## src/rtl/assert_macros.svh

```systemverilog
// Assertion macros shared by the space-to-depth index unit.
`ifndef ASSERT_MACROS_SVH
`define ASSERT_MACROS_SVH

// Same-cycle implication, checked on clk_i, off while rst_ni is low.
`define S2D_ASSERT_IMPL(lbl, pre, post, msg) \
  lbl: assert property (@(posedge clk_i) disable iff (!rst_ni) (pre) |-> (post)) \
    else $error(msg);

// Next-cycle implication, checked on clk_i, off while rst_ni is low.
`define S2D_ASSERT_NEXT(lbl, pre, post, msg) \
  lbl: assert property (@(posedge clk_i) disable iff (!rst_ni) (pre) |=> (post)) \
    else $error(msg);

`endif

```

## src/rtl/s2d_pkg.sv

```systemverilog
// Shared widths, register codes, tables and types of the space-to-depth index unit.
package s2d_pkg;

  // Field widths
  localparam int COL_W      = 10;
  localparam int ROW_W      = 10;
  localparam int CHAN_W     = 11;
  localparam int BATCH_W    = 4;
  localparam int IDX_W      = 35;
  localparam int STRIDE_W   = 4;
  localparam int WIDTH_W    = 11;
  localparam int HEIGHT_W   = 11;
  localparam int CHANNELS_W = 12;

  // Derived widths
  localparam int SQ_W     = 2 * STRIDE_W;           // stride squared
  localparam int WS_W     = WIDTH_W + STRIDE_W;     // width * stride
  localparam int HS_W     = HEIGHT_W + STRIDE_W;    // height * stride
  localparam int REM_W    = CHANNELS_W;             // remainder of chan / out_c
  localparam int LINA_W   = 16;                     // chan + channels*batch
  localparam int LINB_W   = LINA_W + HEIGHT_W;      // row + height*(...)
  localparam int REOB_W   = LINA_W + HS_W;          // hs * (c2 + out_c*batch)
  localparam int REOC_W   = REOB_W + 1;             // plus h2
  localparam int H2_W     = 15;
  localparam int W2_W     = 14;
  localparam int DIV_STEPS = CHANNELS_W;            // iterations for out_c
  localparam int CNT_W    = $clog2(DIV_STEPS + 1);

  // Reciprocal table for off / stride: q = (off * RECIP_TBL[s]) >> RECIP_SHIFT
  localparam int RECIP_SHIFT = CHAN_W + STRIDE_W;
  localparam int RECIP_W     = RECIP_SHIFT + 1;
  localparam int QM_W        = CHAN_W + RECIP_W;
  localparam logic [RECIP_W-1:0] RECIP_TBL [16] = '{
    16'd0,    16'd32768, 16'd16384, 16'd10923, 16'd8192, 16'd6554, 16'd5462, 16'd4682,
    16'd4096, 16'd3641,  16'd3277,  16'd2979,  16'd2731, 16'd2521, 16'd2341, 16'd2185
  };

  // APB register file
  localparam int DATA_W  = 32;
  localparam int ADDR_W  = 5;
  localparam int REG_LSB = 2;

  typedef enum logic [ADDR_W-REG_LSB-1:0] {
    REG_STRIDE    = 3'd0,
    REG_WIDTH     = 3'd1,
    REG_HEIGHT    = 3'd2,
    REG_CHANNELS  = 3'd3,
    REG_DIRECTION = 3'd4
  } s2d_reg_e;

  // Reset values
  localparam logic [STRIDE_W-1:0]   RST_STRIDE   = 4'd2;
  localparam logic [WIDTH_W-1:0]    RST_WIDTH    = 11'd1024;
  localparam logic [HEIGHT_W-1:0]   RST_HEIGHT   = 11'd1024;
  localparam logic [CHANNELS_W-1:0] RST_CHANNELS = 12'd2048;
  localparam logic [SQ_W-1:0]       RST_SQ       = 8'd4;
  localparam logic [CHANNELS_W-1:0] RST_OUT_C    = 12'd512;
  localparam logic [WS_W-1:0]       RST_WS       = 15'd2048;
  localparam logic [HS_W-1:0]       RST_HS       = 15'd2048;

  // Configuration and derived values seen by the datapath
  typedef struct packed {
    logic [STRIDE_W-1:0]   stride;
    logic [WIDTH_W-1:0]    width;
    logic [HEIGHT_W-1:0]   height;
    logic [CHANNELS_W-1:0] channels;
    logic                  direction;
    logic [CHANNELS_W-1:0] out_c;
    logic [WS_W-1:0]       ws;
    logic [HS_W-1:0]       hs;
    logic                  bad_setup;
    logic                  busy;
  } s2d_cfg_t;

  // One divider cell's word: partial remainder, shifting dividend/quotient, side data
  typedef struct packed {
    logic                  vld;
    logic                  bad;
    logic [REM_W-1:0]      rem;
    logic [CHAN_W-1:0]     dq;
    logic [CHANNELS_W-1:0] divisor;
    logic [COL_W-1:0]      col;
    logic [ROW_W-1:0]      row;
    logic [CHAN_W-1:0]     chan;
    logic [BATCH_W-1:0]    bi;
  } s2d_cell_t;

endpackage

```

## src/rtl/s2d_div_cell.sv

```systemverilog
// One restoring-division cell: a quotient bit of chan / out_c per cell, side data rides along.
module s2d_div_cell (
  input  logic               clk_i,
  input  logic               rst_ni,
  input  logic               en_i,
  input  s2d_pkg::s2d_cell_t cell_i,
  output s2d_pkg::s2d_cell_t cell_o
);

  logic [s2d_pkg::REM_W:0] trial;
  logic                    fits;
  s2d_pkg::s2d_cell_t      step;
  s2d_pkg::s2d_cell_t      data_q;
  logic                    vld_q;

  // Shift in the next dividend bit, subtract divisor if it fits
  always_comb begin
    trial     = {cell_i.rem, cell_i.dq[s2d_pkg::CHAN_W-1]};
    fits      = trial >= {1'b0, cell_i.divisor};
    step      = cell_i;
    step.rem  = fits ? s2d_pkg::REM_W'(trial - {1'b0, cell_i.divisor})
                     : trial[s2d_pkg::REM_W-1:0];
    step.dq   = {cell_i.dq[s2d_pkg::CHAN_W-2:0], fits};
  end

  always_ff @(posedge clk_i or negedge rst_ni) begin
    if (!rst_ni) begin
      vld_q <= 1'b0;
    end else if (en_i) begin
      vld_q <= cell_i.vld;
    end
  end

  always_ff @(posedge clk_i) begin
    if (en_i) begin
      data_q <= step;
    end
  end

  always_comb begin
    cell_o     = data_q;
    cell_o.vld = vld_q;
  end

endmodule

```

## config.mk

```make
export PLATFORM = sky130hd
export DESIGN_NAME = s2d_div_cell
export DESIGN_NICKNAME = d
export VERILOG_FILES = /design/src/rtl/assert_macros.svh /design/src/rtl/s2d_pkg.sv /design/src/rtl/s2d_div_cell.sv
export SDC_FILE = /design/constraint.sdc
export NUM_CORES = 1
export LEC_CHECK = 0
export ABC_AREA = 0
export BUFFER_PORTS_ARGS = -buffer_cell sky130_fd_sc_hd__clkbuf_2
export CAP_MARGIN = 20
export CORE_AREA = 2 2 85 87
export CTS_CLUSTER_SIZE = 25
export DETAILED_ROUTE_END_ITERATION = 10
export DIE_AREA = 0 0 87 89
export PLACE_DENSITY = 0.78
export SLEW_MARGIN = 15
export SYNTH_ARGS = -nofsm -noshare
export SYNTH_HDL_FRONTEND = slang
export SYNTH_SLANG_ARGS = --single-unit
```

## constraint.sdc

```tcl
create_clock -name clk_i -period 1 [get_ports clk_i]
set_input_delay 0.1 -clock clk_i [delete_from_list [all_inputs] [get_ports clk_i]]
set_output_delay 0.1 -clock clk_i [all_outputs]
set_load 0.01 [all_outputs]
```

==> impl_metrics.yaml <==
placed_design:
  dp.cells: 439
  dp_hpwl_mm: 5.68
  port_buffers: 146
  place.gp.congestion: 0.864
  pre_cts_ws_ns: -1.49
pwr:
  seqPwrFrac_pct: 48.7
  p_clk_share_pct: 29.8
  leakage_nw: 2.26
  comb_power_share_pct: 21.5
  powerDensity_nw_per_um2: 1540
  power.switching_mw: 2.00
  p_int_mw: 5.70
  irDropWorstVdd_v: 0.000802
  swShare_pct: 26.0
final_layout:
  finalNetCount: 518
  final.fill_count: 406
  regArea_sq_um: 2160
  area_growth_pct: 65.2
  fin_cells: 515
  fin_util_pct: 74.6
  num_antenna_cells: 0
  multi_input_area_sq_um: 821
  drive_gt1_share_pct: 49.7
setup_path:
  worstRegToRegCells: 1
  end_kind: "flip-flop"
  crit_end: "cell_o[61]"
  r2r_end: "vld_q"
  crit_required_ns: 1.09
  timing.rr.start: "vld_q"
  r2r_slack_ns: 0.19
  start_kind: "input pin"
  timing.critical_path.fanout_max: 5
  startpoint: "cell_i[36]"
  arrival_ns: 2.14
  path_class: "in2reg"
clocking:
  cts_made_buffers: 9
  clock_sinks: 72
  cts-htree-levels: 3
  clock_path_buffers: 2
  clk_pin_slew_worst_paths_ns: 0.08
  clk-insertion-delay-late_ns: 0.33
  root_buffer: "clkbuf_8"
  tritoncts: "built"
drt:
  wl_per_cell_um: 18.2
  dr.pass1.iters: 4
  drc: 0
  viasPerCell: 4.87
  drt_iter0_markers: 128
  via_count: 2510
  antenna_left: 0
  totalWireLength_mm: 9.35
sta:
  setup_ws_ns: -1.05
  setup_viol: 15
  slew_violations: 0
  relSlewSlack_pct: 77.6
  fmax_ghz: 0.487
  whs_ns: 0.0925
  min_period_ns: 2.05
  worst_pin_slew_ns: 0.334
  hold_viol: 0
  skew_ns: 0
  rsz0062_at_grt: "true"
  fin_tns_setup_ns: -13.28
  period_share_pct: 205
floorplanning:
  dieWidth_um: 87
  die-area_sq_um: 7740
  fp.dieH_um: 89
  pin_count: 147
  fp-row-count: 30
  initial_core_util_pct: 45.1
  core_area_sq_um: 6720
worst_hold_path:
  worstHoldPathType: "in2reg"
logic_synthesis:
  synth-main-ff-cell: "edfxtp_1"
  ys_ff_latch: 72
  syn_inst: 182
  avgSynthCellArea_sq_um: 16.7
  synth_cell_types: 38
  netlist_area_sq_um: 3030
  synth_fp_nets: 270
  synth-edff-count: 71
  synth_warnings: 0
  ys_seq_area_share_pct: 71.2
  async_flop_share_pct: 1.39
job:
  maxCapViolations: 0
global_routing:
  grt_pass1_vias: 2568
  antenna_found_initial: 0
  grt_pass1_wl_mm: 13.6
  grt_max_degree: 32
  grt.overflow.total: 0
  grtUsageTotal_pct: 24.1
status:
  failed_checks: "negative setup slack"
  run_status: "finished, violations left"
## cells in the mapped netlist, drive strengths merged, types with 2 or more instances
cell type	count	area share, %
ha	12	5.0
nand3	9	1.5
nor4	2	0.91
nor2	9	1.1
buf	2	0.74
o21ai	3	0.50
mux2	11	5.0
inv	15	1.9
o21a	2	0.50
mux2i	3	0.99
xnor2	5	1.4
xor2	3	0.87
nand2	4	0.50
edfxtp	71	70
nor2b	5	1.3
a21oi	5	0.83
nor3	3	0.50
o31a	2	0.58
## worst max-delay path: stages
cell and delay [ns]:
clkbuf_16 0.12, inv_12 0.03, ha_4 0.22, nor2b_4 0.12, o31a_1 0.27, o31a_1 0.27, o311a_4 0.32, nor4_4 0.17
buf_4 0.19, mux2_2 0.33
## worst min-delay path by stage
| stage | endpoint | start | cells after the start |
|---|---|---|---|
| CTS | vld_q | rst_ni | 2 |
| finish | cell_o[65] | cell_i[64] | 2 |
| global route | vld_q | rst_ni | 2 |
| detailed placement | vld_q | rst_ni | 1 |
| floorplan | vld_q | rst_ni | 0 |
| global placement | vld_q | rst_ni | 1 |
## power by group through the flow
stage | Combinational [mW] | Clock, mW | Sequential (mW)
after floorplan | 0.544 | 0 | 3.94
after global placement | 1.39 | 0 | 3.78
after detailed placement | 1.42 | 0 | 3.79
after CTS | 1.63 | 2.31 | 3.72
after global routing | 1.80 | 2.44 | 3.77
final | 1.66 | 2.29 | 3.75
## state kept, by name (all words and copies together), names as in the netlist
signal and flops:
vld_q 1, cell_o 71
## stage by stage
step	power (mW)	instance area, sq um
2_1_floorplan	4.48	3070
3_3_place_gp	5.16	4170
3_5_place_dp	5.20	4170
4_1_cts	7.66	4990
5_1_grt	8.01	5010
6_report	7.70	5010
## what timing repair did
item,4_1_cts,5_1_grt
setup buffers,1,0
gates resized for setup,5,11
hold buffers,59,0
hold endpoints to repair,59,0
endpoints found under the setup margin,13,37
## logic make-up (layout without fill, tap and decap cells)
| kind of cell | after synthesis | in the layout | synth area share (%) |
|---|---|---|---|
| AO/OA/AOI/OAI | 23 | 23 | 6.03 |
| XOR/XNOR | 8 | 8 | 2.31 |
| adder cells (fa/ha/maj) | 13 | 13 | 5.61 |
| buffers and inverters | 18 | 271 | 2.72 |
| flip-flops | 72 | 72 | 71.2 |
| multiplexers | 14 | 14 | 5.94 |
| AND/OR/NAND/NOR | 34 | 34 | 6.23 |
## placed cells by master, fill, tap and decap left out, types with 3 or more instances in the layout
| cell type | Yosys | routed |
|---|---|---|
| a21oi_1 | 5 | 4 |
| buf_12 | 0 | 3 |
| buf_2 | 0 | 4 |
| buf_4 | 1 | 30 |
| buf_6 | 0 | 5 |
| clkbuf_2 | 0 | 138 |
| clkbuf_8 | 0 | 9 |
| dlygate4sd3_1 | 0 | 59 |
| edfxtp_1 | 71 | 71 |
| ha_1 | 12 | 10 |
| inv_1 | 15 | 14 |
| mux2_2 | 4 | 4 |
| mux2_4 | 7 | 7 |
| mux2i_1 | 3 | 3 |
| nand2_1 | 4 | 4 |
| nand3_1 | 9 | 9 |
| nor2_1 | 9 | 9 |
| nor2b_1 | 4 | 4 |
| nor3_1 | 3 | 3 |
| o21ai_0 | 3 | 3 |
| xnor2_1 | 5 | 5 |
| xor2_1 | 3 | 3 |
## per-layer routing
layer  track usage [%]  up-vias  wire length (um)
met3              7.11       12               812
li1                  -     1190                 -
met2              43.6      143              4960
met1              26.8     1165              3410
met4              9.52        0               168
met5                 0        -                 0
## final cells by class
cell class / count / area share, %
Inverter: 15 / 1.37
Timing Repair Buffer: 240 / 33.3
Tap cell: 80 / 2.00
Clock inverter: 7 / 1.42
Multi-Input combinational cell: 92 / 16.4
Sequential cell: 72 / 43.1
Clock buffer: 9 / 2.47
No activity file was read; power rests on OpenSTA's default activity.
