### src/rtl/assert_macros.svh
// Assertion macros shared by the space-to-depth index unit.
`ifndef ASSERT_MACROS_SVH
`define ASSERT_MACROS_SVH

// Same-cycle implication, checked on clk_i, off while rst_ni is low.
`define S2D_ASSERT_IMPL(lbl, pre, post, msg) \
  lbl: assert property (@(posedge clk_i) disable iff (!rst_ni) (pre) |-> (post)) \
    else $error(msg);

// Next-cycle implication, checked on clk_i, off while rst_ni is low.
`define S2D_ASSERT_NEXT(lbl, pre, post, msg) \
  lbl: assert property (@(posedge clk_i) disable iff (!rst_ni) (pre) |=> (post)) \
    else $error(msg);

`endif

### src/rtl/s2d_pkg.sv
// Shared widths, register codes, tables and types of the space-to-depth index unit.
package s2d_pkg;

  // Field widths
  localparam int COL_W      = 10;
  localparam int ROW_W      = 10;
  localparam int CHAN_W     = 11;
  localparam int BATCH_W    = 4;
  localparam int IDX_W      = 35;
  localparam int STRIDE_W   = 4;
  localparam int WIDTH_W    = 11;
  localparam int HEIGHT_W   = 11;
  localparam int CHANNELS_W = 12;

  // Derived widths
  localparam int SQ_W     = 2 * STRIDE_W;           // stride squared
  localparam int WS_W     = WIDTH_W + STRIDE_W;     // width * stride
  localparam int HS_W     = HEIGHT_W + STRIDE_W;    // height * stride
  localparam int REM_W    = CHANNELS_W;             // remainder of chan / out_c
  localparam int LINA_W   = 16;                     // chan + channels*batch
  localparam int LINB_W   = LINA_W + HEIGHT_W;      // row + height*(...)
  localparam int REOB_W   = LINA_W + HS_W;          // hs * (c2 + out_c*batch)
  localparam int REOC_W   = REOB_W + 1;             // plus h2
  localparam int H2_W     = 15;
  localparam int W2_W     = 14;
  localparam int DIV_STEPS = CHANNELS_W;            // iterations for out_c
  localparam int CNT_W    = $clog2(DIV_STEPS + 1);

  // Reciprocal table for off / stride: q = (off * RECIP_TBL[s]) >> RECIP_SHIFT
  localparam int RECIP_SHIFT = CHAN_W + STRIDE_W;
  localparam int RECIP_W     = RECIP_SHIFT + 1;
  localparam int QM_W        = CHAN_W + RECIP_W;
  localparam logic [RECIP_W-1:0] RECIP_TBL [16] = '{
    16'd0,    16'd32768, 16'd16384, 16'd10923, 16'd8192, 16'd6554, 16'd5462, 16'd4682,
    16'd4096, 16'd3641,  16'd3277,  16'd2979,  16'd2731, 16'd2521, 16'd2341, 16'd2185
  };

  // APB register file
  localparam int DATA_W  = 32;
  localparam int ADDR_W  = 5;
  localparam int REG_LSB = 2;

  typedef enum logic [ADDR_W-REG_LSB-1:0] {
    REG_STRIDE    = 3'd0,
    REG_WIDTH     = 3'd1,
    REG_HEIGHT    = 3'd2,
    REG_CHANNELS  = 3'd3,
    REG_DIRECTION = 3'd4
  } s2d_reg_e;

  // Reset values
  localparam logic [STRIDE_W-1:0]   RST_STRIDE   = 4'd2;
  localparam logic [WIDTH_W-1:0]    RST_WIDTH    = 11'd1024;
  localparam logic [HEIGHT_W-1:0]   RST_HEIGHT   = 11'd1024;
  localparam logic [CHANNELS_W-1:0] RST_CHANNELS = 12'd2048;
  localparam logic [SQ_W-1:0]       RST_SQ       = 8'd4;
  localparam logic [CHANNELS_W-1:0] RST_OUT_C    = 12'd512;
  localparam logic [WS_W-1:0]       RST_WS       = 15'd2048;
  localparam logic [HS_W-1:0]       RST_HS       = 15'd2048;

  // Configuration and derived values seen by the datapath
  typedef struct packed {
    logic [STRIDE_W-1:0]   stride;
    logic [WIDTH_W-1:0]    width;
    logic [HEIGHT_W-1:0]   height;
    logic [CHANNELS_W-1:0] channels;
    logic                  direction;
    logic [CHANNELS_W-1:0] out_c;
    logic [WS_W-1:0]       ws;
    logic [HS_W-1:0]       hs;
    logic                  bad_setup;
    logic                  busy;
  } s2d_cfg_t;

  // One divider cell's word: partial remainder, shifting dividend/quotient, side data
  typedef struct packed {
    logic                  vld;
    logic                  bad;
    logic [REM_W-1:0]      rem;
    logic [CHAN_W-1:0]     dq;
    logic [CHANNELS_W-1:0] divisor;
    logic [COL_W-1:0]      col;
    logic [ROW_W-1:0]      row;
    logic [CHAN_W-1:0]     chan;
    logic [BATCH_W-1:0]    bi;
  } s2d_cell_t;

endpackage

### src/rtl/s2d_cfg.sv
// APB register file with the iterative out_c = channels / stride^2 divider.
`include "assert_macros.svh"

module s2d_cfg (
  input  logic                         clk_i,
  input  logic                         rst_ni,
  input  logic                         psel_i,
  input  logic                         penable_i,
  input  logic                         pwrite_i,
  input  logic [s2d_pkg::ADDR_W-1:0]   paddr_i,
  input  logic [s2d_pkg::DATA_W-1:0]   pwdata_i,
  output logic [s2d_pkg::DATA_W-1:0]   prdata_o,
  output s2d_pkg::s2d_cfg_t            cfg_o
);

  logic [s2d_pkg::STRIDE_W-1:0]   stride_q, stride_d;
  logic [s2d_pkg::WIDTH_W-1:0]    width_q, width_d;
  logic [s2d_pkg::HEIGHT_W-1:0]   height_q, height_d;
  logic [s2d_pkg::CHANNELS_W-1:0] channels_q, channels_d;
  logic                           direction_q, direction_d;
  logic [s2d_pkg::SQ_W-1:0]       sq_q;
  logic [s2d_pkg::WS_W-1:0]       ws_q;
  logic [s2d_pkg::HS_W-1:0]       hs_q;
  logic                           busy_q, busy_d;
  logic [s2d_pkg::CNT_W-1:0]      cnt_q, cnt_d;
  logic [s2d_pkg::SQ_W-1:0]       rem_q, rem_d;
  logic [s2d_pkg::CHANNELS_W-1:0] dq_q, dq_d;
  logic [s2d_pkg::SQ_W:0]         trial;
  logic                           fits;
  logic                           wr_en;
  logic [s2d_pkg::ADDR_W-s2d_pkg::REG_LSB-1:0] reg_idx;
  logic [2*s2d_pkg::CHANNELS_W-1:0] oc_prod;

  assign wr_en   = psel_i && penable_i && pwrite_i;
  assign reg_idx = paddr_i[s2d_pkg::ADDR_W-1:s2d_pkg::REG_LSB];

  // Register writes
  always_comb begin
    stride_d    = stride_q;
    width_d     = width_q;
    height_d    = height_q;
    channels_d  = channels_q;
    direction_d = direction_q;
    if (wr_en) begin
      case (reg_idx)
        s2d_pkg::REG_STRIDE:    stride_d    = pwdata_i[s2d_pkg::STRIDE_W-1:0];
        s2d_pkg::REG_WIDTH:     width_d     = pwdata_i[s2d_pkg::WIDTH_W-1:0];
        s2d_pkg::REG_HEIGHT:    height_d    = pwdata_i[s2d_pkg::HEIGHT_W-1:0];
        s2d_pkg::REG_CHANNELS:  channels_d  = pwdata_i[s2d_pkg::CHANNELS_W-1:0];
        s2d_pkg::REG_DIRECTION: direction_d = pwdata_i[0];
        default: ;
      endcase
    end
  end

  // Register reads
  always_comb begin
    case (reg_idx)
      s2d_pkg::REG_STRIDE:    prdata_o = s2d_pkg::DATA_W'(stride_q);
      s2d_pkg::REG_WIDTH:     prdata_o = s2d_pkg::DATA_W'(width_q);
      s2d_pkg::REG_HEIGHT:    prdata_o = s2d_pkg::DATA_W'(height_q);
      s2d_pkg::REG_CHANNELS:  prdata_o = s2d_pkg::DATA_W'(channels_q);
      s2d_pkg::REG_DIRECTION: prdata_o = s2d_pkg::DATA_W'(direction_q);
      default:                prdata_o = '0;
    endcase
  end

  // Restoring divider: load in step 0, one quotient bit per later step
  always_comb begin
    trial = {rem_q, dq_q[s2d_pkg::CHANNELS_W-1]};
    fits  = trial >= {1'b0, sq_q};
    busy_d = busy_q;
    cnt_d  = cnt_q;
    rem_d  = rem_q;
    dq_d   = dq_q;
    if (wr_en) begin
      busy_d = 1'b1;
      cnt_d  = '0;
    end else if (busy_q) begin
      cnt_d = cnt_q + 1'b1;
      if (cnt_q == '0) begin
        rem_d = '0;
        dq_d  = channels_q;
      end else begin
        rem_d = fits ? s2d_pkg::SQ_W'(trial - {1'b0, sq_q}) : trial[s2d_pkg::SQ_W-1:0];
        dq_d  = {dq_q[s2d_pkg::CHANNELS_W-2:0], fits};
      end
      if (cnt_q == s2d_pkg::CNT_W'(s2d_pkg::DIV_STEPS)) begin
        busy_d = 1'b0;
      end
    end
  end

  always_ff @(posedge clk_i or negedge rst_ni) begin
    if (!rst_ni) begin
      stride_q    <= s2d_pkg::RST_STRIDE;
      width_q     <= s2d_pkg::RST_WIDTH;
      height_q    <= s2d_pkg::RST_HEIGHT;
      channels_q  <= s2d_pkg::RST_CHANNELS;
      direction_q <= 1'b0;
      sq_q        <= s2d_pkg::RST_SQ;
      ws_q        <= s2d_pkg::RST_WS;
      hs_q        <= s2d_pkg::RST_HS;
      busy_q      <= 1'b0;
      cnt_q       <= '0;
      rem_q       <= '0;
      dq_q        <= s2d_pkg::RST_OUT_C;
    end else begin
      stride_q    <= stride_d;
      width_q     <= width_d;
      height_q    <= height_d;
      channels_q  <= channels_d;
      direction_q <= direction_d;
      sq_q        <= s2d_pkg::SQ_W'(stride_q) * s2d_pkg::SQ_W'(stride_q);
      ws_q        <= s2d_pkg::WS_W'(width_q) * s2d_pkg::WS_W'(stride_q);
      hs_q        <= s2d_pkg::HS_W'(height_q) * s2d_pkg::HS_W'(stride_q);
      busy_q      <= busy_d;
      cnt_q       <= cnt_d;
      rem_q       <= rem_d;
      dq_q        <= dq_d;
    end
  end

  always_comb begin
    cfg_o.stride    = stride_q;
    cfg_o.width     = width_q;
    cfg_o.height    = height_q;
    cfg_o.channels  = channels_q;
    cfg_o.direction = direction_q;
    cfg_o.out_c     = dq_q;
    cfg_o.ws        = ws_q;
    cfg_o.hs        = hs_q;
    cfg_o.bad_setup = (stride_q == '0) || (dq_q == '0);
    cfg_o.busy      = busy_q;
  end

  // Quotient check: out_c * sq <= channels < (out_c + 1) * sq
  assign oc_prod = (2*s2d_pkg::CHANNELS_W)'(dq_q) * (2*s2d_pkg::CHANNELS_W)'(sq_q);

  `S2D_ASSERT_IMPL(a_cnt_bound, busy_q, cnt_q <= s2d_pkg::CNT_W'(s2d_pkg::DIV_STEPS), "divider count overran")
  `S2D_ASSERT_NEXT(a_write_busy, wr_en, busy_q, "register write did not start recompute")
  `S2D_ASSERT_IMPL(a_out_c_exact, !busy_q && (sq_q != '0), (oc_prod <= (2*s2d_pkg::CHANNELS_W)'(channels_q)) && ((2*s2d_pkg::CHANNELS_W)'(channels_q) - oc_prod < (2*s2d_pkg::CHANNELS_W)'(sq_q)), "out_c is not the floor quotient")

endmodule

### config.mk
export PLATFORM = sky130hd
export DESIGN_NAME = s2d_cfg
export DESIGN_NICKNAME = d
export VERILOG_FILES = /design/src/rtl/s2d_pkg.sv /design/src/rtl/s2d_cfg.sv
export VERILOG_INCLUDE_DIRS = /design/src /design/src/rtl
export SDC_FILE = /design/constraint.sdc
export NUM_CORES = 1
export LEC_CHECK = 0
export ABC_AREA = 1
export BUFFER_PORTS_ARGS = -buffer_cell sky130_fd_sc_hd__buf_2
export CORE_MARGIN = 5
export CORE_UTILIZATION = 58
export CTS_CLUSTER_DIAMETER = 150
export DETAILED_ROUTE_END_ITERATION = 12
export GPL_TIMING_DRIVEN = 0
export PLACE_DENSITY = 0.93
export RECOVER_POWER = 50
export SYNTH_ARGS = -nofsm -noshare
export SYNTH_HDL_FRONTEND = slang
export SYNTH_SLANG_ARGS = --single-unit
### constraint.sdc
create_clock -name clk_i -period 5.5 [get_ports clk_i]
set_input_delay 0.825 -clock clk_i [delete_from_list [all_inputs] [get_ports clk_i]]
set_output_delay 0.825 -clock clk_i [all_outputs]
set_load 0.1 [all_outputs]
==> out/results.ini, run 1 <==
[run_status]
outcome = finished with violations
failed_checks = capacitance limit, slew limit

[drt]
drc_errors = 0
wire_per_inst_um = 15.2
viasPerCell = 5.35
postRouteAntennaNets = 0
vias = 6879
drt-initial-drc-count = 653
drt_pass1_iterations = 5
drt_wl_total_mm = 19.5

[timing]
rsz0062_at_grt = no
period_share_pct = 69.1
tightest_slew_ps = 2440
setup_ws_ps = 1700
setup_violations = 0
timing.fmax_mhz = 263
skew_ps = 8.72
tns_ps = 0
slew_headroom_pct = -62.4
finalHoldViolCount = 0
period_needed_ps = 3800
slew_viol_final = 45

[pwr]
irDropWorstVdd_uv = 549
total_power_uw = 4680
p_leak_uw = 0.00522
p_per_area_nw_per_um2 = 545

[flow_run]
maxCapViolCount = 1

[cells_and_area]
nNetsFinal = 1239
layout-drive-gt1-share_pct = 15.2
final_cell_mix = nand2_1 (262), inv_1 (195), buf_2 (117)
stdcell_area_um2 = 8590
syn2layout_area_growth_pct = 15.4
mostFrequentLayoutCell = nand2_1
antenna_cells = 0

[setup_path]
crit_top_cell = nand2_1
crit_arrival_ps = 4050
crit_required_ps = 5750
setup.worst_path.start = stride_q[2]$_DFFE_PN0P_
r2r-start = stride_q[2]$_DFFE_PN0P_
worstPathMaxFanout = 10
cp_cell_sequence = clkbuf_1 > buf_1 > nand2_1 > fa_1 > fa_1 > inv_1 > ha_1 > nand2_1 > o21ai_0 > nand3_1 > nand4_1 > nand2_1
crit_path_end_kind = flop
critical-path-max-stage-delay_ps = 610
slowest_stage = fa_1
critPathKind = reg -> reg
worst_setup_path_start_kind = flop

[die]
row_count = 41
core_area_um2 = 12600
die_w_um = 123
die_area_um2 = 15200
start_util_pct = 59.0
die_h_um = 123
io_pins = 157

[cts]
clkSinkCount = 101
cts_tree = built
postCtsHoldBufs = 0
cts_resized = 0
cts_root_buf = clkbuf_16
cts_buffer_depth = 2
numCtsBuffers = 9
cts_setup_buffers = 0
htreeDepth = 3
insertion_delay_ps = 360
path_clk_slew_ps = 80

[placed_design]
place_ws_ps = 1810
place_congestion = 0.923
io_buffers = 114
placed_area_um2 = 8330
place_hpwl_mm = 14.6

[grt]
grt_pass1_vias = 6869
overflow = 0
grt_antenna_before_repair = 0
grt_pass1_wl_mm = 32.1
grt_max_degree = 58
track_usage_pct = 26.8

[logic_synthesis]
yosys_register_bits = 101
syn_avg_cell_area_um2 = 7.73
syn_area_um2 = 7450
synth.distinct_cells = 34
yosysWarnings = 0
seq_area_frac_synth_pct = 34.1
synthCells = 963

[min_path]
hp-class = reg -> reg
hold_path_startpoint = stride_q[0]$_DFFE_PN0P_

routing by layer:
metal  wire [um]  track usage, %  vias up
li1            -               -     3238
met1        7480            32.4     3199
met2        9390            44.3      360
met3        1690            6.22       82
met4         930            14.5        0
met5           0               0        -
layout make-up:
| type | instances | area (um2) |
|---|---|---|
| sequential | 101 | 2540 |
| fill | 1025 | 4030 |
| tap | 172 | 215 |
| inverter | 197 | 739 |
| clock inverter | 7 | 71.3 |
| clock buffer | 9 | 225 |
| buffer | 48 | 269 |
| timing repair buffer | 115 | 596 |
| multi-input combinational | 636 | 3940 |
cells by family after synthesis:
| kind of cell | count (synthesis) | share of synthesized area (%) |
|---|---|---|
| other cells | 1 | 0.0504 |
| compound gates | 141 | 10.3 |
| xor+xnor | 24 | 2.82 |
| flops | 101 | 34.1 |
| simple gates | 362 | 20.4 |
| fa+ha+maj | 89 | 18.7 |
| buf+inv | 245 | 13.6 |
registers in the layout, summed over array words and instances (netlist names):
register and count:
ws_q 15, width_q 11, height_q 11, busy_q 1, hs_q 15, channels_q 12
stride_q 4, direction_q 1, dq_q 12, sq_q 7, rem_q 8, cnt_q 4
worst max-delay path: cells and delay by family (launching register included):
family	cells	cell delay, ps
compound gates	1	390
fa+ha+maj	3	1390
buf+inv	3	940
flops	1	360
simple gates	5	580
synthesized netlist by cell type, drive strengths merged:
cell / number / share of area, %
xor2: 14 / 1.6
o21ai: 73 / 4.9
dfrtp: 93 / 31
inv: 197 / 9.9
dfstp: 8 / 2.8
o41ai: 1 / 0.12
buf: 36 / 3.1
xnor2: 10 / 1.2
a22oi: 12 / 1.2
nor4: 4 / 0.34
nand4: 8 / 0.76
ha: 52 / 8.7
a41oi: 1 / 0.12
fa: 37 / 9.9
o21bai: 5 / 0.50
nand3: 43 / 3.0
nor3: 10 / 1.0
o21a: 3 / 0.30
a21oi: 46 / 3.1
nand2: 262 / 13
conb: 1 / 0.050
clkbuf: 12 / 0.60
nor2: 28 / 1.4
nand3b: 7 / 0.71
where the power goes:
part / switching (uW) / internal [uW]
clock network: 318 / 319
registers: 205 / 976
logic: 2280 / 585
final timing paths:
| kind | to | slack, ps | cells after the start |
|---|---|---|---|
| min in group asynchronous | dq_q[3]$_DFFE_PN0P_ | 1200 | 1 |
| max in group asynchronous | hs_q[10]$_DFF_PN0_ | 2910 | 1 |
| min reg2reg | sq_q[0]$_DFF_PN0_ | 450 | 0 |
| max | ws_q[13]$_DFF_PN0_ | 1700 | 12 |
| min | sq_q[0]$_DFF_PN0_ | 450 | 0 |
| max reg2reg | ws_q[13]$_DFF_PN0_ | 1700 | 12 |
metrics by stage:
stage,hold WS [ps],std cells,utilization [%]
after floorplan,449,982,-
after global placement,429,1268,65.8
after detailed placement,435,1269,66.0
after CTS,447,1285,68.4
after global routing,471,1285,68.1
final,449,1285,68.1
No activity file was read; power rests on OpenSTA's default activity.
==> run 2, diff against run 1 <==
- CORE_UTILIZATION: 58 -> 56
- PLACE_DENSITY: 0.93 -> 0.91
- clock period: 5.5 -> 4 ns (I/O delays scaled with it)
==> out/results.ini, run 2 (synthesis gave the netlist of run 1 again) <==
[cells_and_area]
nNetsFinal = 1239
mostFrequentLayoutCell = nand2_1
layout-drive-gt1-share_pct = 15.5
syn2layout_area_growth_pct = 15.8
fillCellCount = 1076
antenna_cells = 0
reg.largest.list = hs_q (15), ws_q (15)
final_cell_mix = nand2_1 (262), inv_1 (195), buf_2 (117)

[setup_path]
cp_top_family = adder cells
worstPathMaxFanout = 10
regToRegEndpoint = ws_q[13]$_DFF_PN0_
crit_path_end_kind = flop
crit_required_ps = 4240
r2r-start = stride_q[2]$_DFFE_PN0P_
path_buf_inv = 5
critical_path_depth = 14
setup.worst_path.start = stride_q[2]$_DFFE_PN0P_
crit_arrival_ps = 3940
critPathKind = reg -> reg
cp_cell_sequence = clkbuf_1 > buf_1 > nand2_1 > inv_1 > fa_1 > inv_1 > fa_1 > inv_1 > ha_1 > nand2_1 > o21ai_0 > nand3_1 > nand4_1 > nand2_1
slowest_stage = fa_1
worst_setup_path_start_kind = flop
cp-endpoint = ws_q[13]$_DFF_PN0_
reg2regPathDepth = 14
critical-path-max-stage-delay_ps = 540
r2r_slack_ps = 290

[die]
die_w_um = 125
row_count = 42
start_util_pct = 56.7
io_pins = 157
core_area_um2 = 13100
die_area_um2 = 15700
die_h_um = 125

[pwr]
p_sw_share_pct = 59.8
combPwrFrac_pct = 61.2
p_leak_uw = 0.00523
p_clk_share_pct = 13.5
intPower_uw = 2590
irDropWorstVdd_uv = 548
seq_power_share_pct = 25.3
p_per_area_nw_per_um2 = 746
switchingPower_uw = 3850

[cts]
cts_setup_buffers = 0
numCtsBuffers = 9
clkSinkCount = 101
insertion_delay_ps = 350
htreeDepth = 3
path_clk_slew_ps = 80
cts_buffer_depth = 2
cts_tree = built
cts_root_buf = clkbuf_16

[timing]
rsz0062_at_grt = no
setup_violations = 0
setup_ws_ps = 293
timing.fmax_mhz = 270
slew_headroom_pct = -65.0
slew_viol_final = 45
tns_ps = 0
finalHoldViolCount = 0
period_share_pct = 92.7
tightest_slew_ps = 2470
skew_ps = 10.8
period_needed_ps = 3710

[drt]
drt_wl_total_mm = 19.3
drc_errors = 0
viasPerCell = 5.32
drt_pass1_iterations = 5
drt-initial-drc-count = 517
wire_per_inst_um = 14.9
vias = 6854
postRouteAntennaNets = 0

[grt]
track_usage_pct = 25.2
grt_max_degree = 58
grt_antenna_before_repair = 0
grt_pass1_wl_mm = 32.6
grt_pass1_vias = 6827
overflow = 0

[min_path]
hp-class = reg -> reg

[run_status]
failed_checks = capacitance limit, slew limit
outcome = finished with violations

[placed_design]
place_congestion = 0.905
place_ws_ps = 270
io_buffers = 114
place_hpwl_mm = 14.7

[flow_run]
maxCapViolCount = 1

==> run 2: worst register-to-register path, stage by stage, from the launching register on <==
cell and delay (ps):
dfrtp_1 430, clkbuf_1 250, buf_1 350, nand2_1 140, inv_1 70, fa_1 500
inv_1 60, fa_1 540, inv_1 40, ha_1 370, nand2_1 90, o21ai_0 380
nand3_1 180, nand4_1 130, nand2_1 60
==> run 2: final cells by class <==
| cell class | instances | area [um2] | share of cell area, % |
|---|---|---|---|
| buffer | 48 | 270 | 3.13 |
| clock buffer | 10 | 229 | 2.65 |
| clock inverter | 6 | 67.6 | 0.783 |
| inverter | 197 | 739 | 8.57 |
| multi-input combinational | 636 | 3970 | 46.0 |
| sequential | 101 | 2540 | 29.4 |
| tap | 176 | 220 | 2.55 |
| timing repair buffer | 115 | 596 | 6.90 |
==> run 2: power groups by stage <==
stage	Combinational, uW	Sequential [uW]	Clock, uW
global route	4220	1660	919
finish	3940	1630	872
detailed placement	3910	1630	0
CTS	3940	1620	874
floorplan	1630	3160	0
global placement	3830	1620	0
==> run 2: stage by stage <==
stage | util, % | instance area, um2 | hold WS (ps) | std cells | power, uW
4_1_cts | 65.8 | 8650 | 258 | 1289 | 6430
6_report | 65.7 | 8630 | 463 | 1289 | 6430
3_3_place_gp | 63.3 | 8320 | 437 | 1272 | 5450
2_1_floorplan | - | 7530 | 304 | 982 | 4790
5_1_grt | 65.7 | 8630 | 498 | 1289 | 6800
3_5_place_dp | 63.6 | 8350 | 442 | 1273 | 5540
==> run 2: layer usage <==
layer	share of wire (%)	track usage (%)
met1	39	31.8
met5	0	0
met4	4.5	12.4
met3	8.3	5.20
met2	48	41.5
==> run 2: worst min path at each step <==
stage	start	endpoint	slack, ps	depth (start not counted)
after floorplan	rst_ni	busy_q$_DFF_PN0_	300	0
after global placement	stride_q[0]$_DFFE_PN0P_	sq_q[0]$_DFF_PN0_	440	0
after detailed placement	stride_q[0]$_DFFE_PN0P_	sq_q[0]$_DFF_PN0_	440	0
after CTS	rst_ni	dq_q[3]$_DFFE_PN0P_	260	1
after global routing	stride_q[0]$_DFFE_PN0P_	sq_q[0]$_DFF_PN0_	500	0
final	stride_q[0]$_DFFE_PN0P_	sq_q[0]$_DFF_PN0_	460	0
==> run 2: repair_timing <==
| action | 4_1_cts | 5_1_grt |
|---|---|---|
| hold buffers | 0 | 0 |
| hold endpoints to repair | 0 | 0 |
| setup endpoints to repair | 0 | 1 |
| resized for setup | 0 | 1 |
==> run 3, diff against run 2 <==
- CORE_MARGIN: 5 -> unset
==> out/results.ini, run 3 (synthesis gave the netlist of run 1 again) <==
[run_status]
outcome = finished with violations
failed_checks = capacitance limit, slew limit

[timing]
tns_ps = 0
setup_violations = 0
hold_slack_ps = 454
tightest_slew_ps = 2040
skew_ps = 13.9
period_share_pct = 92.7
finalHoldViolCount = 0
period_needed_ps = 3710
timing.fmax_mhz = 270
rsz0062_at_grt = no
slew_viol_final = 104
slew_headroom_pct = -35.7

[drt]
drc_errors = 0
wire_per_inst_um = 15.0
postRouteAntennaNets = 0
vias = 7003
viasPerCell = 5.45
drt-initial-drc-count = 591
drt_wl_total_mm = 19.3
drt_pass1_iterations = 5

[setup_path]
regToRegEndpoint = ws_q[9]$_DFF_PN0_
critical-path-max-stage-delay_ps = 490
crit_path_end_kind = flop
worstPathMaxFanout = 10
crit_required_ps = 4280
crit_arrival_ps = 3990
r2r_slack_ps = 290
cp_cell_sequence = clkbuf_1 > buf_1 > nand2_1 > inv_1 > fa_1 > fa_1 > ha_1 > a21oi_1 > o21ai_0 > a21oi_1 > xnor2_1
r2r-start = stride_q[3]$_DFFE_PN0P_
slowest_stage = fa_1
critPathKind = reg -> reg
worst_setup_path_start_kind = flop
reg2regPathDepth = 11

[die]
row_count = 41
core_area_um2 = 12800
die_w_um = 117
start_util_pct = 58.3
die_h_um = 117
die_area_um2 = 13800
io_pins = 157

[min_path]
min_to = sq_q[0]$_DFF_PN0_
whs_path_depth = 0
hp-class = reg -> reg
hold_path_startpoint = stride_q[0]$_DFFE_PN0P_

[flow_run]
maxCapViolCount = 2

[cells_and_area]
syn2layout_area_growth_pct = 15.4
fillCellCount = 1008
nNetsFinal = 1239
final_cell_mix = nand2_1 (262), inv_1 (195), buf_2 (116)
stdcell_count = 1285
layout-drive-gt1-share_pct = 15.6
final_core_util_pct = 67.3
antenna_cells = 0
reg.largest.list = hs_q (15), ws_q (15)
mostFrequentLayoutCell = nand2_1

[placed_design]
io_buffers = 114
place_hpwl_mm = 14.8
place_congestion = 0.912
dp.cells = 1269

[cts]
htreeDepth = 3
clkSinkCount = 101
cts_tree = built
cts_buffer_depth = 2
cts_setup_buffers = 0
path_clk_slew_ps = 80
numCtsBuffers = 9
cts_root_buf = clkbuf_16
insertion_delay_ps = 370

[grt]
grt_pass1_wl_mm = 32.3
overflow = 0
grt_antenna_before_repair = 0
grt_pass1_vias = 6886
track_usage_pct = 29.4
grt_max_degree = 62

[pwr]
p_leak_uw = 0.00522
p_per_area_nw_per_um2 = 746
irDropWorstVdd_uv = 570

run 3: where the power goes:
part           internal (uW)  switching (uW)  total, uW
clock                    436             432        868
combinational            805            3110       3920
sequential              1340             282       1620
total                   2580            3830       6410
run 3: layout make-up:
cell class	count	area, um2	area share (%)
Multi-Input combinational cell	636	3970	46.2
Sequential cell	101	2540	29.5
Inverter	197	739	8.61
Timing Repair Buffer	115	573	6.67
Buffer	48	270	3.15
Clock buffer	9	225	2.62
Tap cell	172	215	2.50
Clock inverter	7	66.3	0.772
run 3: repair_timing:
item,4_1_cts,5_1_grt
endpoints found under the setup margin,0,7
hold buffers,0,0
resized for setup,0,3
run 3: metal layers:
metal	vias up	share of wire, %	track usage [%]
li1	3236	-	-
met1	3264	39	36.0
met2	403	48	48.5
met3	100	8.3	5.20
met4	0	4.9	17.2
met5	-	0	0
run 3: worst max path at each step:
stage                                        from                  to  slack, ps
final                     stride_q[3]$_DFFE_PN0P_   ws_q[9]$_DFF_PN0_        290
after global routing      stride_q[2]$_DFFE_PN0P_  hs_q[12]$_DFF_PN0_         80
after CTS                 stride_q[2]$_DFFE_PN0P_  ws_q[13]$_DFF_PN0_         70
after detailed placement  stride_q[2]$_DFFE_PN0P_  ws_q[13]$_DFF_PN0_        160
after global placement    stride_q[2]$_DFFE_PN0P_  hs_q[12]$_DFF_PN0_        310
after floorplan           stride_q[2]$_DFFE_PN0P_  hs_q[12]$_DFF_PN0_        100
run 3: critical path, delay by kind of cell (launching register included):
| kind | cells | cell delay (ps) |
|---|---|---|
| AO/OA/AOI/OAI | 3 | 670 |
| adder cells (fa/ha/maj) | 3 | 1290 |
| AND/OR/NAND/NOR | 1 | 90 |
| buffers and inverters | 3 | 1020 |
| flip-flops | 1 | 390 |
| XOR/XNOR | 1 | 160 |
run 3: per-stage QoR:
stage | area (um2) | worst slack (ps) | total power (uW)
finish | 8590 | 292 | 6410
global route | 8590 | 78.1 | 6760
CTS | 8640 | 70.9 | 6400
detailed placement | 8350 | 162 | 5530
global placement | 8320 | 311 | 5430
floorplan | 7530 | 103 | 4790
